## src/hdl/dhus_pkg.sv

```systemverilog
// Shared types, codes and helpers for the dual-host USB switch controller.
package dhus_pkg;

  localparam int unsigned TimerWidthDef = 10;

  localparam int unsigned SettleW  = 10;
  localparam int unsigned VbusW    = 16;
  localparam int unsigned CfgDataW = 16;
  localparam int unsigned CfgIdxW  = 2;

  localparam int unsigned InDataW  = 40;
  localparam int unsigned OutDataW = 16;

  localparam logic [SettleW-1:0] SettleRst = SettleW'(100);
  localparam logic [VbusW-1:0]   VbusRst   = VbusW'(2500);

  // configuration register indexes
  localparam logic [CfgIdxW-1:0] REG_SETTLE   = 2'd0;
  localparam logic [CfgIdxW-1:0] REG_VBUS_THR = 2'd1;
  localparam logic [CfgIdxW-1:0] REG_AUTO_FO  = 2'd2;

  // item kinds
  localparam logic [1:0] OP_TICK    = 2'd0;
  localparam logic [1:0] OP_SWITCH  = 2'd1;
  localparam logic [1:0] OP_RECOVER = 2'd2;
  localparam logic [1:0] OP_START   = 2'd3;

  // switch sequence states
  localparam logic [1:0] M_IDLE  = 2'd0;
  localparam logic [1:0] M_BREAK = 2'd1;
  localparam logic [1:0] M_RECON = 2'd2;
  localparam logic [1:0] M_FAULT = 2'd3;

  // host codes
  localparam logic [1:0] HOST_NONE = 2'd0;
  localparam logic [1:0] HOST_A    = 2'd1;
  localparam logic [1:0] HOST_B    = 2'd2;

  typedef struct packed {
    logic [SettleW-1:0] settle_ms;
    logic [VbusW-1:0]   present_thr_mv;
    logic               auto_failover;
  } cfg_t;

  typedef struct packed {
    logic [1:0] op;
    logic [1:0] host;
    logic [VbusW-1:0] vbus_a_mv;
    logic [VbusW-1:0] vbus_b_mv;
    logic       fault_line;
    logic       fault_after_clear;
  } item_t;

  typedef struct packed {
    logic [1:0] mode;
    logic [1:0] current_host;
    logic [1:0] pending_host;
    logic       switch_pending;
    logic       recovery_pending;
    logic [1:0] present_bits;
    logic       path_on;
  } ctl_t;

  typedef struct packed {
    logic       request_accepted;
    logic [1:0] cmd_host;
    logic       cmd_clear_fault;
    logic       cmd_mux_route;
    logic       cmd_power_up;
    logic       cmd_power_down;
    logic       cmd_mux_off;
    logic [1:0] presence;
    logic       data_path_on;
    logic [1:0] active_host;
    logic [1:0] fsm_state;
  } res_t;

  function automatic logic host_seen(input logic [1:0] h, input logic [1:0] pres);
    logic seen;
    seen = 1'b0;
    if (h == HOST_A) seen = pres[0];
    else if (h == HOST_B) seen = pres[1];
    return seen;
  endfunction

endpackage

```

## src/hdl/dual_host_usb_switch_fsm_top.sv

```systemverilog
// Top level of the dual-host USB upstream switch controller.
//
// Break-before-make switch between two upstream hosts, A and B, sharing one
// downstream data path. Each request on the slave stream is a millisecond
// tick, a switch request, a recovery request or a start (kind in s_axis_tuser).
// Every request yields exactly one status word on the master stream carrying
// state, presence, active host and one-shot command pulses. A request is taken
// in every cycle in which the output slot is free or drains: the whole state
// update is one level of logic between the state registers and the output
// register, so it sustains one request per clock unless the sink stalls. The
// output register holds a status word while the sink stalls, and the slave
// side stays ready as long as that word is being taken in the same cycle.
// The settle timer is TIMER_WIDTH bits wide and saturates; with settle_ms at
// or above its maximum value a wait leg never finishes. Configuration writes
// (settle time, VBUS threshold, auto-failover) take effect on the next clock.
module dual_host_usb_switch_fsm_top #(
  parameter int unsigned TIMER_WIDTH = dhus_pkg::TimerWidthDef
) (
  input  logic                          clk_i,
  input  logic                          rst_ni,
  // request stream
  input  logic                          s_axis_tvalid,
  output logic                          s_axis_tready,
  // tdata, from bit 0: host[1:0], vbus_a_mv[17:2], vbus_b_mv[33:18],
  // fault_line[34], fault_after_clear[35], zero pad[39:36]
  input  logic [dhus_pkg::InDataW-1:0]  s_axis_tdata,
  // tuser: op[1:0]
  input  logic [1:0]                    s_axis_tuser,
  // status stream
  output logic                          m_axis_tvalid,
  input  logic                          m_axis_tready,
  // tdata, from bit 0: fsm_state[1:0], active_host[3:2], data_path_on[4],
  // presence[6:5], cmd_mux_off[7], cmd_power_down[8], cmd_power_up[9],
  // cmd_mux_route[10], cmd_clear_fault[11], cmd_host[13:12],
  // request_accepted[14], zero pad[15]
  output logic [dhus_pkg::OutDataW-1:0] m_axis_tdata,
  // configuration write port
  input  logic                          cfg_we_i,
  input  logic [dhus_pkg::CfgIdxW-1:0]  cfg_idx_i,
  input  logic [dhus_pkg::CfgDataW-1:0] cfg_data_i
);
  import dhus_pkg::*;

  cfg_t                   cfg;
  item_t                  item;
  ctl_t                   ctl_q, ctl_d;
  logic [TIMER_WIDTH-1:0] elapsed_q, elapsed_d;
  res_t                   res_d, res_q;
  logic                   out_valid_q;
  logic                   accept;

  dhus_cfg u_cfg (
    .clk_i      (clk_i),
    .rst_ni     (rst_ni),
    .cfg_we_i   (cfg_we_i),
    .cfg_idx_i  (cfg_idx_i),
    .cfg_data_i (cfg_data_i),
    .cfg_o      (cfg)
  );

  // unpack the request
  always_comb begin
    item.op                = s_axis_tuser;
    item.host              = s_axis_tdata[1:0];
    item.vbus_a_mv         = s_axis_tdata[17:2];
    item.vbus_b_mv         = s_axis_tdata[33:18];
    item.fault_line        = s_axis_tdata[34];
    item.fault_after_clear = s_axis_tdata[35];
  end

  dhus_step #(
    .TIMER_WIDTH (TIMER_WIDTH)
  ) u_step (
    .item_i    (item),
    .cfg_i     (cfg),
    .ctl_i     (ctl_q),
    .elapsed_i (elapsed_q),
    .ctl_o     (ctl_d),
    .elapsed_o (elapsed_d),
    .res_o     (res_d)
  );

  // ready whenever the output slot is free or drains this cycle
  assign s_axis_tready = !out_valid_q || m_axis_tready;
  assign accept        = s_axis_tvalid && s_axis_tready;

  always_ff @(posedge clk_i or negedge rst_ni) begin
    if (!rst_ni) begin
      ctl_q.mode             <= M_IDLE;
      ctl_q.current_host     <= HOST_NONE;
      ctl_q.pending_host     <= HOST_NONE;
      ctl_q.switch_pending   <= 1'b0;
      ctl_q.recovery_pending <= 1'b0;
      ctl_q.present_bits     <= '0;
      ctl_q.path_on          <= 1'b0;
      elapsed_q              <= '0;
      out_valid_q            <= 1'b0;
    end else begin
      if (accept) begin
        ctl_q     <= ctl_d;
        elapsed_q <= elapsed_d;
      end
      if (accept) begin
        out_valid_q <= 1'b1;
      end else if (m_axis_tready) begin
        out_valid_q <= 1'b0;
      end
    end
  end

  // status payload, no reset needed
  always_ff @(posedge clk_i) begin
    if (accept) begin
      res_q <= res_d;
    end
  end

  assign m_axis_tvalid = out_valid_q;
  assign m_axis_tdata  = {1'b0, res_q};

endmodule

```

## src/hdl/dhus_cfg.sv

```systemverilog
// Configuration register file for the switch controller.
module dhus_cfg (
  input  logic                          clk_i,
  input  logic                          rst_ni,
  input  logic                          cfg_we_i,
  input  logic [dhus_pkg::CfgIdxW-1:0]  cfg_idx_i,
  input  logic [dhus_pkg::CfgDataW-1:0] cfg_data_i,
  output dhus_pkg::cfg_t                cfg_o
);
  import dhus_pkg::*;

  cfg_t cfg_q, cfg_d;

  always_comb begin
    cfg_d = cfg_q;
    if (cfg_we_i) begin
      unique case (cfg_idx_i)
        REG_SETTLE:   cfg_d.settle_ms      = cfg_data_i[SettleW-1:0];
        REG_VBUS_THR: cfg_d.present_thr_mv = cfg_data_i[VbusW-1:0];
        REG_AUTO_FO:  cfg_d.auto_failover  = cfg_data_i[0];
        default:      cfg_d = cfg_q; // unmapped index, ignored
      endcase
    end
  end

  always_ff @(posedge clk_i or negedge rst_ni) begin
    if (!rst_ni) begin
      cfg_q.settle_ms      <= SettleRst;
      cfg_q.present_thr_mv <= VbusRst;
      cfg_q.auto_failover  <= 1'b0;
    end else begin
      cfg_q <= cfg_d;
    end
  end

  assign cfg_o = cfg_q;

endmodule

```

## src/hdl/dhus_step.sv

```systemverilog
// Next-state and status logic for one request of the switch controller.
module dhus_step #(
  parameter int unsigned TIMER_WIDTH = dhus_pkg::TimerWidthDef
) (
  input  dhus_pkg::item_t        item_i,
  input  dhus_pkg::cfg_t         cfg_i,
  input  dhus_pkg::ctl_t         ctl_i,
  input  logic [TIMER_WIDTH-1:0] elapsed_i,
  output dhus_pkg::ctl_t         ctl_o,
  output logic [TIMER_WIDTH-1:0] elapsed_o,
  output dhus_pkg::res_t         res_o
);
  import dhus_pkg::*;

  localparam int unsigned CmpW = (TIMER_WIDTH > SettleW) ? TIMER_WIDTH : SettleW;
  localparam logic [TIMER_WIDTH-1:0] TimerCap = {TIMER_WIDTH{1'b1}};

  logic [1:0]             pres_new;
  logic [1:0]             backup;
  logic [TIMER_WIDTH-1:0] el_inc;
  logic                   leg_done;
  ctl_t                   c;
  res_t                   r;

  always_comb begin
    pres_new = {item_i.vbus_b_mv > cfg_i.present_thr_mv,
                item_i.vbus_a_mv > cfg_i.present_thr_mv};
    el_inc   = (elapsed_i == TimerCap) ? elapsed_i : elapsed_i + 1'b1;
    leg_done = CmpW'(el_inc) > CmpW'(cfg_i.settle_ms);
    backup   = (ctl_i.current_host == HOST_A) ? HOST_B : HOST_A;

    c         = ctl_i;
    elapsed_o = elapsed_i;
    r         = '0;

    unique case (item_i.op)
      OP_TICK: begin
        c.present_bits = pres_new;
        if (item_i.fault_line && c.mode != M_FAULT) begin
          c.mode             = M_FAULT;
          c.recovery_pending = 1'b0;
        end
        r.fsm_state = c.mode;
        unique case (c.mode)
          M_IDLE: begin
            if (c.switch_pending) begin
              r.cmd_mux_off = 1'b1;
              c.path_on     = 1'b0;
              elapsed_o     = '0;
              c.mode        = M_BREAK;
            end else if (cfg_i.auto_failover && !host_seen(c.current_host, pres_new)
                         && host_seen(backup, pres_new)) begin
              c.pending_host   = backup;
              c.switch_pending = 1'b1;
            end
          end
          M_BREAK: begin
            elapsed_o = el_inc;
            if (leg_done) begin
              r.cmd_power_down = 1'b1;
              r.cmd_power_up   = 1'b1;
              r.cmd_host       = c.pending_host;
              c.current_host   = c.pending_host;
              elapsed_o        = '0;
              c.mode           = M_RECON;
            end
          end
          M_RECON: begin
            elapsed_o = el_inc;
            if (leg_done) begin
              r.cmd_mux_route  = 1'b1;
              r.cmd_host       = c.current_host;
              c.path_on        = 1'b1;
              c.switch_pending = 1'b0;
              c.mode           = M_IDLE;
            end
          end
          default: begin // fault
            if (c.recovery_pending) begin
              r.cmd_clear_fault  = 1'b1;
              c.recovery_pending = 1'b0;
              if (!item_i.fault_after_clear) begin
                // restart on the current host
                c.switch_pending = 1'b0;
                r.cmd_power_up   = 1'b1;
                r.cmd_mux_route  = 1'b1;
                r.cmd_host       = c.current_host;
                c.pending_host   = c.current_host;
                c.path_on        = 1'b1;
                c.mode           = M_IDLE;
              end
            end
          end
        endcase
      end
      OP_SWITCH: begin
        if (host_seen(item_i.host, c.present_bits) && item_i.host != c.current_host) begin
          c.pending_host     = item_i.host;
          c.switch_pending   = 1'b1;
          r.request_accepted = 1'b1;
        end
        r.fsm_state = c.mode;
      end
      OP_RECOVER: begin
        if (c.mode == M_FAULT) begin
          c.recovery_pending = 1'b1;
          r.request_accepted = 1'b1;
        end
        r.fsm_state = c.mode;
      end
      default: begin // start
        r.cmd_power_up  = 1'b1;
        r.cmd_mux_route = 1'b1;
        r.cmd_host      = item_i.host;
        c.current_host  = item_i.host;
        c.pending_host  = item_i.host;
        c.path_on       = 1'b1;
        c.mode          = M_IDLE;
        r.fsm_state     = c.mode;
      end
    endcase

    r.active_host  = c.current_host;
    r.data_path_on = c.path_on;
    r.presence     = c.present_bits;
  end

  assign ctl_o = c;
  assign res_o = r;

endmodule
```

## config.mk

```make
export PLATFORM = sky130hd
export DESIGN_NAME = dual_host_usb_switch_fsm_top
export DESIGN_NICKNAME = d
export VERILOG_FILES = /design/src/hdl/dhus_pkg.sv /design/src/hdl/dual_host_usb_switch_fsm_top.sv /design/src/hdl/dhus_cfg.sv /design/src/hdl/dhus_step.sv
export SDC_FILE = /design/constraint.sdc
export NUM_CORES = 1
export LEC_CHECK = 0
export BUFFER_PORTS_ARGS = -buffer_cell sky130_fd_sc_hd__buf_2
export CAP_MARGIN = 5
export CORE_AREA = 2 2 107 109
export DETAILED_ROUTE_END_ITERATION = 12
export DIE_AREA = 0 0 109 111
export SLEW_MARGIN = 40
export SYNTH_ARGS = -nofsm -noshare
export SYNTH_HDL_FRONTEND = slang
export SYNTH_SLANG_ARGS = --single-unit
```

## constraint.sdc

```tcl
create_clock -name clk_i -period 4.65 [get_ports clk_i]
set_input_delay 0.2325 -clock clk_i [delete_from_list [all_inputs] [get_ports clk_i]]
set_output_delay 0.2325 -clock clk_i [all_outputs]
set_load 0.01 [all_outputs]
```

==> results.py, run 1 <==
metrics = {
    "logic_synthesis": {
        "yosys.area_share.simple_pct": 16.2,
        "synth-edff-count": 15,
        "syn-cell-area_um2": 4260,
        "synth_top_family_by_area": "compound AO/OA/AOI/OAI gates",
        "yosysWarnings": 0,
        "ys_ff_latch": 64,
        "synthAdderAreaFrac_pct": 15.0,
        "async_flop_share_pct": 76.6,
        "synth-xor-area-share_pct": 1.64,
        "synth_cells": 446,
        "synth_mux_area_share_pct": 6.02,
        "avgSynthCellArea_um2": 9.56,
        "synth_ff_type": "dfrtp_1",
        "synth_cell_type_count": 57,
        "synth_nets": 562,
        "yosysSeqAreaShare_pct": 39.6,
        "synth_compound_area_share_pct": 16.6,
    },
    "timing": {
        "finalCritPeriodShare_pct": 88.1,
        "drv_slew": 0,
        "fmax_mhz": 244,
        "rsz0062_at_grt": "false",
        "tns_ns": 0,
        "tightestPinTransition_ns": 0.817,
        "slew_headroom_pct": 45.1,
        "setup_viol_count_final": 0,
        "finalHoldViolations": 0,
        "fin_crit_ns": 4.10,
        "clock_skew_ns": 0.00741,
    },
    "final_layout": {
        "syn2layout_area_growth_pct": 20.0,
        "fillerInstances": 1060,
        "n_antenna_cell": 0,
        "drive_gt1_share_pct": 26.1,
        "nNetsFinal": 644,
    },
    "routing": {
        "num_vias": 3579,
        "dr.pass1.iters": 5,
        "ant_nets": 0,
        "drc_errors": 0,
        "wl_mm": 9.70,
        "drtIter0Drc": 114,
        "viasPerCell": 5.30,
        "wl_per_cell_um": 14.4,
    },
    "clock_network": {
        "hold_buffers": 0,
        "post_cts_buffers": 0,
        "clockBufferDepth": 2,
        "insertion_delay_ns": 0.33,
        "cts.htree.levels": 3,
        "cts_buffers": 9,
        "clkTransAtPathRegs_ns": 0.06,
        "cts_tree": "done",
        "root_buffer": "clkbuf_16",
        "post_cts_resized": 0,
        "cts_sinks": 64,
    },
    "place": {
        "place_congestion": 0.868,
        "port_buffers": 77,
        "dpl.hpwl_mm": 7.55,
    },
    "die": {
        "initial_core_util_pct": 38.5,
        "core_area_um2": 11100,
        "die_h_um": 111,
        "die_area_um2": 12100,
        "row_count": 39,
        "die_w_um": 109,
        "design.portCount": 83,
    },
    "worst_setup_path": {
        "r2r-start": "elapsed_q[0]$_DFFE_PN0P_",
        "end_kind": "register",
        "crit_required_ns": 4.82,
        "r2r-end": "m_axis_tdata[2]$_DFFE_PP_",
        "r2r_cells": 17,
        "start_kind": "register",
        "r2r_slack_ns": 0.55,
        "crit_fanout": 7,
        "cp_data_arrival_time_ns": 4.26,
        "criticalPathCategory": "reg -> reg",
    },
    "global_routing": {
        "grt_max_degree": 50,
        "antenna_found_initial": 0,
        "grt_pass1_vias": 3593,
        "gr-total-overflow": 0,
        "grt_first_pass_wirelength_mm": 16.6,
        "track_usage_pct": 17.3,
    },
    "worst_hold_path": {
        "worstHoldPathType": "in -> async",
    },
    "run_status": {
        "status": "finished clean",
    },
    "power_and_ir_drop": {
        "power_mw": 1.85,
        "p_per_area_nw_per_um2": 363,
        "vdd_drop_max_mv": 0.208,
        "p_leak_nw": 2.42,
    },
    "job": {
        "cap_violations": 0,
    },
}
placed cells by master (no fill, tap or decap), types with 3 or more instances in the layout:
cell type / count
nor3_1: 8
clkbuf_16: 9
nor2_1: 20
a21o_1: 3
dfrtp_1: 41
xnor2_1: 6
buf_4: 5
o31ai_1: 4
nor2b_1: 4
dfstp_2: 8
nand3_1: 11
nand2b_1: 7
and3_1: 5
nand4_1: 14
inv_1: 43
buf_2: 77
edfxtp_1: 15
a31oi_1: 5
o211ai_1: 4
a21oi_1: 27
a22oi_1: 5
or2_2: 4
a22o_1: 9
o21ai_0: 28
mux2_2: 21
nand2_1: 50
ha_1: 51
routing by layer:
layer / vias up / routed length, um / global-route usage (%) / part of all wire, %
met5: - / 0 / 0 / 0
met1: 1709 / 4380 / 22.5 / 45
li1: 1775 / - / - / -
met4: 0 / 176 / 5.56 / 1.8
met3: 18 / 389 / 3.59 / 4.0
met2: 77 / 4760 / 28.6 / 49
flip-flops by register name, summed over array words and instances (netlist names):
| signal | flops |
|---|---|
| ctl_q | 11 |
| m_axis_tvalid | 1 |
| m_axis_tdata | 15 |
| elapsed_q | 10 |
| u_cfg.cfg_o | 27 |
worst max path at each step:
stage / start / to / cells after the start
4_1_cts: elapsed_q[0]$_DFFE_PN0P_ / elapsed_q[6]$_DFFE_PN0P_ / 16
3_3_place_gp: elapsed_q[0]$_DFFE_PN0P_ / elapsed_q[6]$_DFFE_PN0P_ / 16
3_5_place_dp: elapsed_q[0]$_DFFE_PN0P_ / elapsed_q[6]$_DFFE_PN0P_ / 16
6_report: elapsed_q[0]$_DFFE_PN0P_ / m_axis_tdata[2]$_DFFE_PP_ / 17
5_1_grt: elapsed_q[0]$_DFFE_PN0P_ / m_axis_tdata[2]$_DFFE_PP_ / 17
2_1_floorplan: elapsed_q[0]$_DFFE_PN0P_ / m_axis_tdata[2]$_DFFE_PP_ / 16
cells in the mapped netlist, drive strengths merged (5+ instances only):
master | number | area (um2)
a21oi | 28 | 144
a22o | 9 | 78.8
a22oi | 5 | 37.5
a31oi | 5 | 31.3
and3 | 5 | 31.3
clkbuf | 9 | 33.8
dfrtp | 41 | 1030
dfstp | 8 | 210
edfxtp | 15 | 450
ha | 51 | 638
inv | 43 | 161
mux2 | 21 | 236
nand2 | 50 | 188
nand2b | 7 | 43.8
nand3 | 11 | 55.1
nand4 | 15 | 100
nor2 | 20 | 75.1
nor3 | 8 | 40.0
o21ai | 30 | 150
xnor2 | 6 | 52.6
worst max-delay path, stage by stage (launching register included):
cell      delay, ns
dfrtp_1        0.47
ha_1           0.28
and3_1         0.19
and3_1         0.20
nand3_1        0.24
nand2_1        0.12
or3_1          0.38
xnor2_1        0.16
ha_1           0.31
nand2_1        0.07
nor3_1         0.26
a221oi_1       0.12
a32oi_1        0.23
buf_4          0.20
and2_1         0.18
mux2i_1        0.26
a22oi_1        0.09
o21ai_0        0.17
power by group:
| group | total [mW] | internal [mW] | leakage [nW] | switching, mW |
|---|---|---|---|---|
| combinational | 0.473 | 0.213 | 1.53 | 0.260 |
| sequential | 0.725 | 0.670 | 0.745 | 0.0553 |
| clock | 0.657 | 0.413 | 0.143 | 0.244 |
through the flow:
stage / instances / worst slack (ns) / util [%] / cell area (um2) / hold slack (ns)
floorplan: 446 / 1.08 / - / 4260 / -0.0631
global placement: 659 / 0.619 / 43.5 / 4810 / 0.380
detailed placement: 659 / 0.514 / 43.5 / 4810 / 0.393
CTS: 674 / 0.462 / 46.1 / 5100 / 0.0413
global route: 675 / 0.247 / 46.2 / 5120 / 0.0771
finish: 675 / 0.552 / 46.2 / 5120 / 0.00939
logic make-up (layout without fill, tap and decap cells):
kind of cell    Yosys count  count (layout)
flops                    64              64
fa+ha+maj                51              51
other cells               1               1
buf+inv                  55             141
mux                      23              23
compound gates          106             106
xor+xnor                  8               8
simple gates            138             138
cell type report:
| class | count | area, um2 | area share, % |
|---|---|---|---|
| repair buffers | 83 | 434 | 8.49 |
| well taps | 143 | 179 | 3.50 |
| flip-flops and latches | 64 | 1690 | 33.0 |
| clock inverters | 5 | 57.6 | 1.12 |
| inverters | 43 | 161 | 3.15 |
| clock buffers | 10 | 229 | 4.48 |
| multi-input cells | 327 | 2370 | 46.3 |
(Power assumes the default switching activity.)
==> run 2, diff against run 1 <==
Settings changed: PLACE_DENSITY from default to 0.58.
==> run 2 against run 1 <==
  * Sequential power barely moved
  * Critical endpoint is now m_axis_tdata[3]$_DFFE_PP_
  * First-iteration DRC count grew 30%
  * Maximum frequency shrank 0.81%
  * Flip-flop and latch count is the same
  * Register-to-register slack got worse by 0.03 ns
  * Total power increased by 2.6%
==> results.py, run 2 (synthesis results as in run 1) <==
metrics = {
    "worst_setup_path": {
        "end_kind": "register",
        "r2r_cells": 17,
        "criticalPathCategory": "reg -> reg",
        "start_kind": "register",
        "cp_data_arrival_time_ns": 4.30,
        "crit_fanout": 7,
        "crit_required_ns": 4.82,
    },
    "global_routing": {
        "antenna_found_initial": 0,
        "grt_pass1_vias": 3598,
        "grt_max_degree": 50,
        "gr-total-overflow": 0,
        "track_usage_pct": 17.9,
        "grt_first_pass_wirelength_mm": 17.1,
    },
    "timing": {
        "finalCritPeriodShare_pct": 88.8,
        "tns_ns": 0,
        "slew_headroom_pct": 54.5,
        "rsz0062_at_grt": "false",
        "drv_slew": 0,
        "finalHoldViolations": 0,
        "fmax_mhz": 242,
        "setup_viol_count_final": 0,
        "clock_skew_ns": 0.00946,
        "tightestPinTransition_ns": 0.677,
        "fin_crit_ns": 4.13,
    },
    "final_layout": {
        "largest_register_ffs": 27,
        "n_antenna_cell": 0,
        "fillerInstances": 1056,
        "final_cell_mix": "buf_2, ha_1, nand2_1, inv_1, dfrtp_1",
        "layout_commonest_cell": "buf_2",
        "nNetsFinal": 643,
        "drive_gt1_share_pct": 26.3,
        "syn2layout_area_growth_pct": 20.7,
    },
    "clock_network": {
        "root_buffer": "clkbuf_16",
        "insertion_delay_ns": 0.33,
        "post_cts_buffers": 0,
        "clockBufferDepth": 2,
        "cts.htree.levels": 3,
        "hold_buffers": 0,
        "cts_sinks": 64,
        "cts_buffers": 9,
        "post_cts_resized": 0,
        "cts_tree": "done",
        "clkTransAtPathRegs_ns": 0.06,
    },
    "power_and_ir_drop": {
        "p_leak_nw": 2.43,
        "p_per_area_nw_per_um2": 370,
        "vdd_drop_max_mv": 0.177,
        "power_mw": 1.90,
    },
    "routing": {
        "drtIter0Drc": 148,
        "wl_per_cell_um": 14.8,
        "dr.pass1.iters": 4,
        "wl_mm": 9.99,
        "ant_nets": 0,
        "viasPerCell": 5.26,
        "num_vias": 3552,
        "drc_errors": 0,
    },
    "die": {
        "core_area_um2": 11100,
        "design.portCount": 83,
        "initial_core_util_pct": 38.5,
        "die_w_um": 109,
        "row_count": 39,
        "die_area_um2": 12100,
        "die_h_um": 111,
    },
    "worst_hold_path": {
        "worstHoldPathType": "in -> async",
    },
    "place": {
        "place_congestion": 0.888,
        "dpl.hpwl_mm": 7.75,
        "port_buffers": 77,
    },
    "run_status": {
        "status": "finished clean",
    },
    "job": {
        "cap_violations": 0,
    },
}
run 2: power by group:
part	leakage [nW]	internal, mW	switching, mW
clock network	0.156	0.457	0.241
logic	1.53	0.214	0.266
registers	0.745	0.670	0.0546
run 2: layout make-up:
cell class                      instances  area [um2]  area share [%]
Timing Repair Buffer                   82         427            8.29
Clock inverter                          3        40.0           0.778
Inverter                               43         161            3.14
Multi-Input combinational cell        327        2380            46.3
Clock buffer                           13         270            5.25
Tap cell                              143         179            3.48
Sequential cell                        64        1690            32.8
run 2: worst paths after layout:
check	from	to	slack, ns
setup / recovery	elapsed_q[0]$_DFFE_PN0P_	m_axis_tdata[3]$_DFFE_PP_	0.52
hold / removal	rst_ni	ctl_q[0]$_DFFE_PN0P_	0.02
setup reg to reg	elapsed_q[0]$_DFFE_PN0P_	m_axis_tdata[3]$_DFFE_PP_	0.52
hold reg to reg	u_cfg.cfg_o[5]$_DFFE_PN0P_	u_cfg.cfg_o[5]$_DFFE_PN0P_	0.50
max in group asynchronous	rst_ni	u_cfg.cfg_o[21]$_DFFE_PN0P_	4.17
min in group clk_i	s_axis_tvalid	m_axis_tvalid$_DFFE_PN0P_	0.11
run 2: worst max-delay path, cell delays in order, from the launching register on:
cell,delay (ns)
dfrtp_1,0.46
ha_1,0.27
and3_1,0.19
and3_1,0.21
nand3_1,0.24
nand2_1,0.11
or3_1,0.38
xnor2_1,0.16
ha_1,0.31
nand2_1,0.07
nor3_1,0.29
a221oi_1,0.14
a32oi_1,0.21
buf_4,0.20
and2_1,0.18
mux2i_1,0.28
a22oi_1,0.10
o21ai_0,0.17
run 2: metal layers:
| metal | part of all wire, % | routed length, um | track usage, % |
|---|---|---|---|
| met5 | 0 | 0 | 0 |
| met4 | 1.2 | 122 | 6.07 |
| met3 | 3.5 | 350 | 2.76 |
| met2 | 49 | 4920 | 29.6 |
| met1 | 46 | 4600 | 23.8 |
run 2: per-stage QoR:
stage | cells | util, % | hold slack (ns) | worst slack (ns) | instance area, um2
final | 675 | 46.4 | 0.0194 | 0.519 | 5140
after global routing | 675 | 46.4 | 0.0814 | 0.0943 | 5140
after CTS | 675 | 46.4 | 0.0525 | 0.475 | 5140
after detailed placement | 659 | 43.6 | 0.395 | 0.533 | 4830
after global placement | 658 | 43.4 | 0.405 | 0.622 | 4810
after floorplan | 446 | - | -0.0631 | 1.08 | 4260
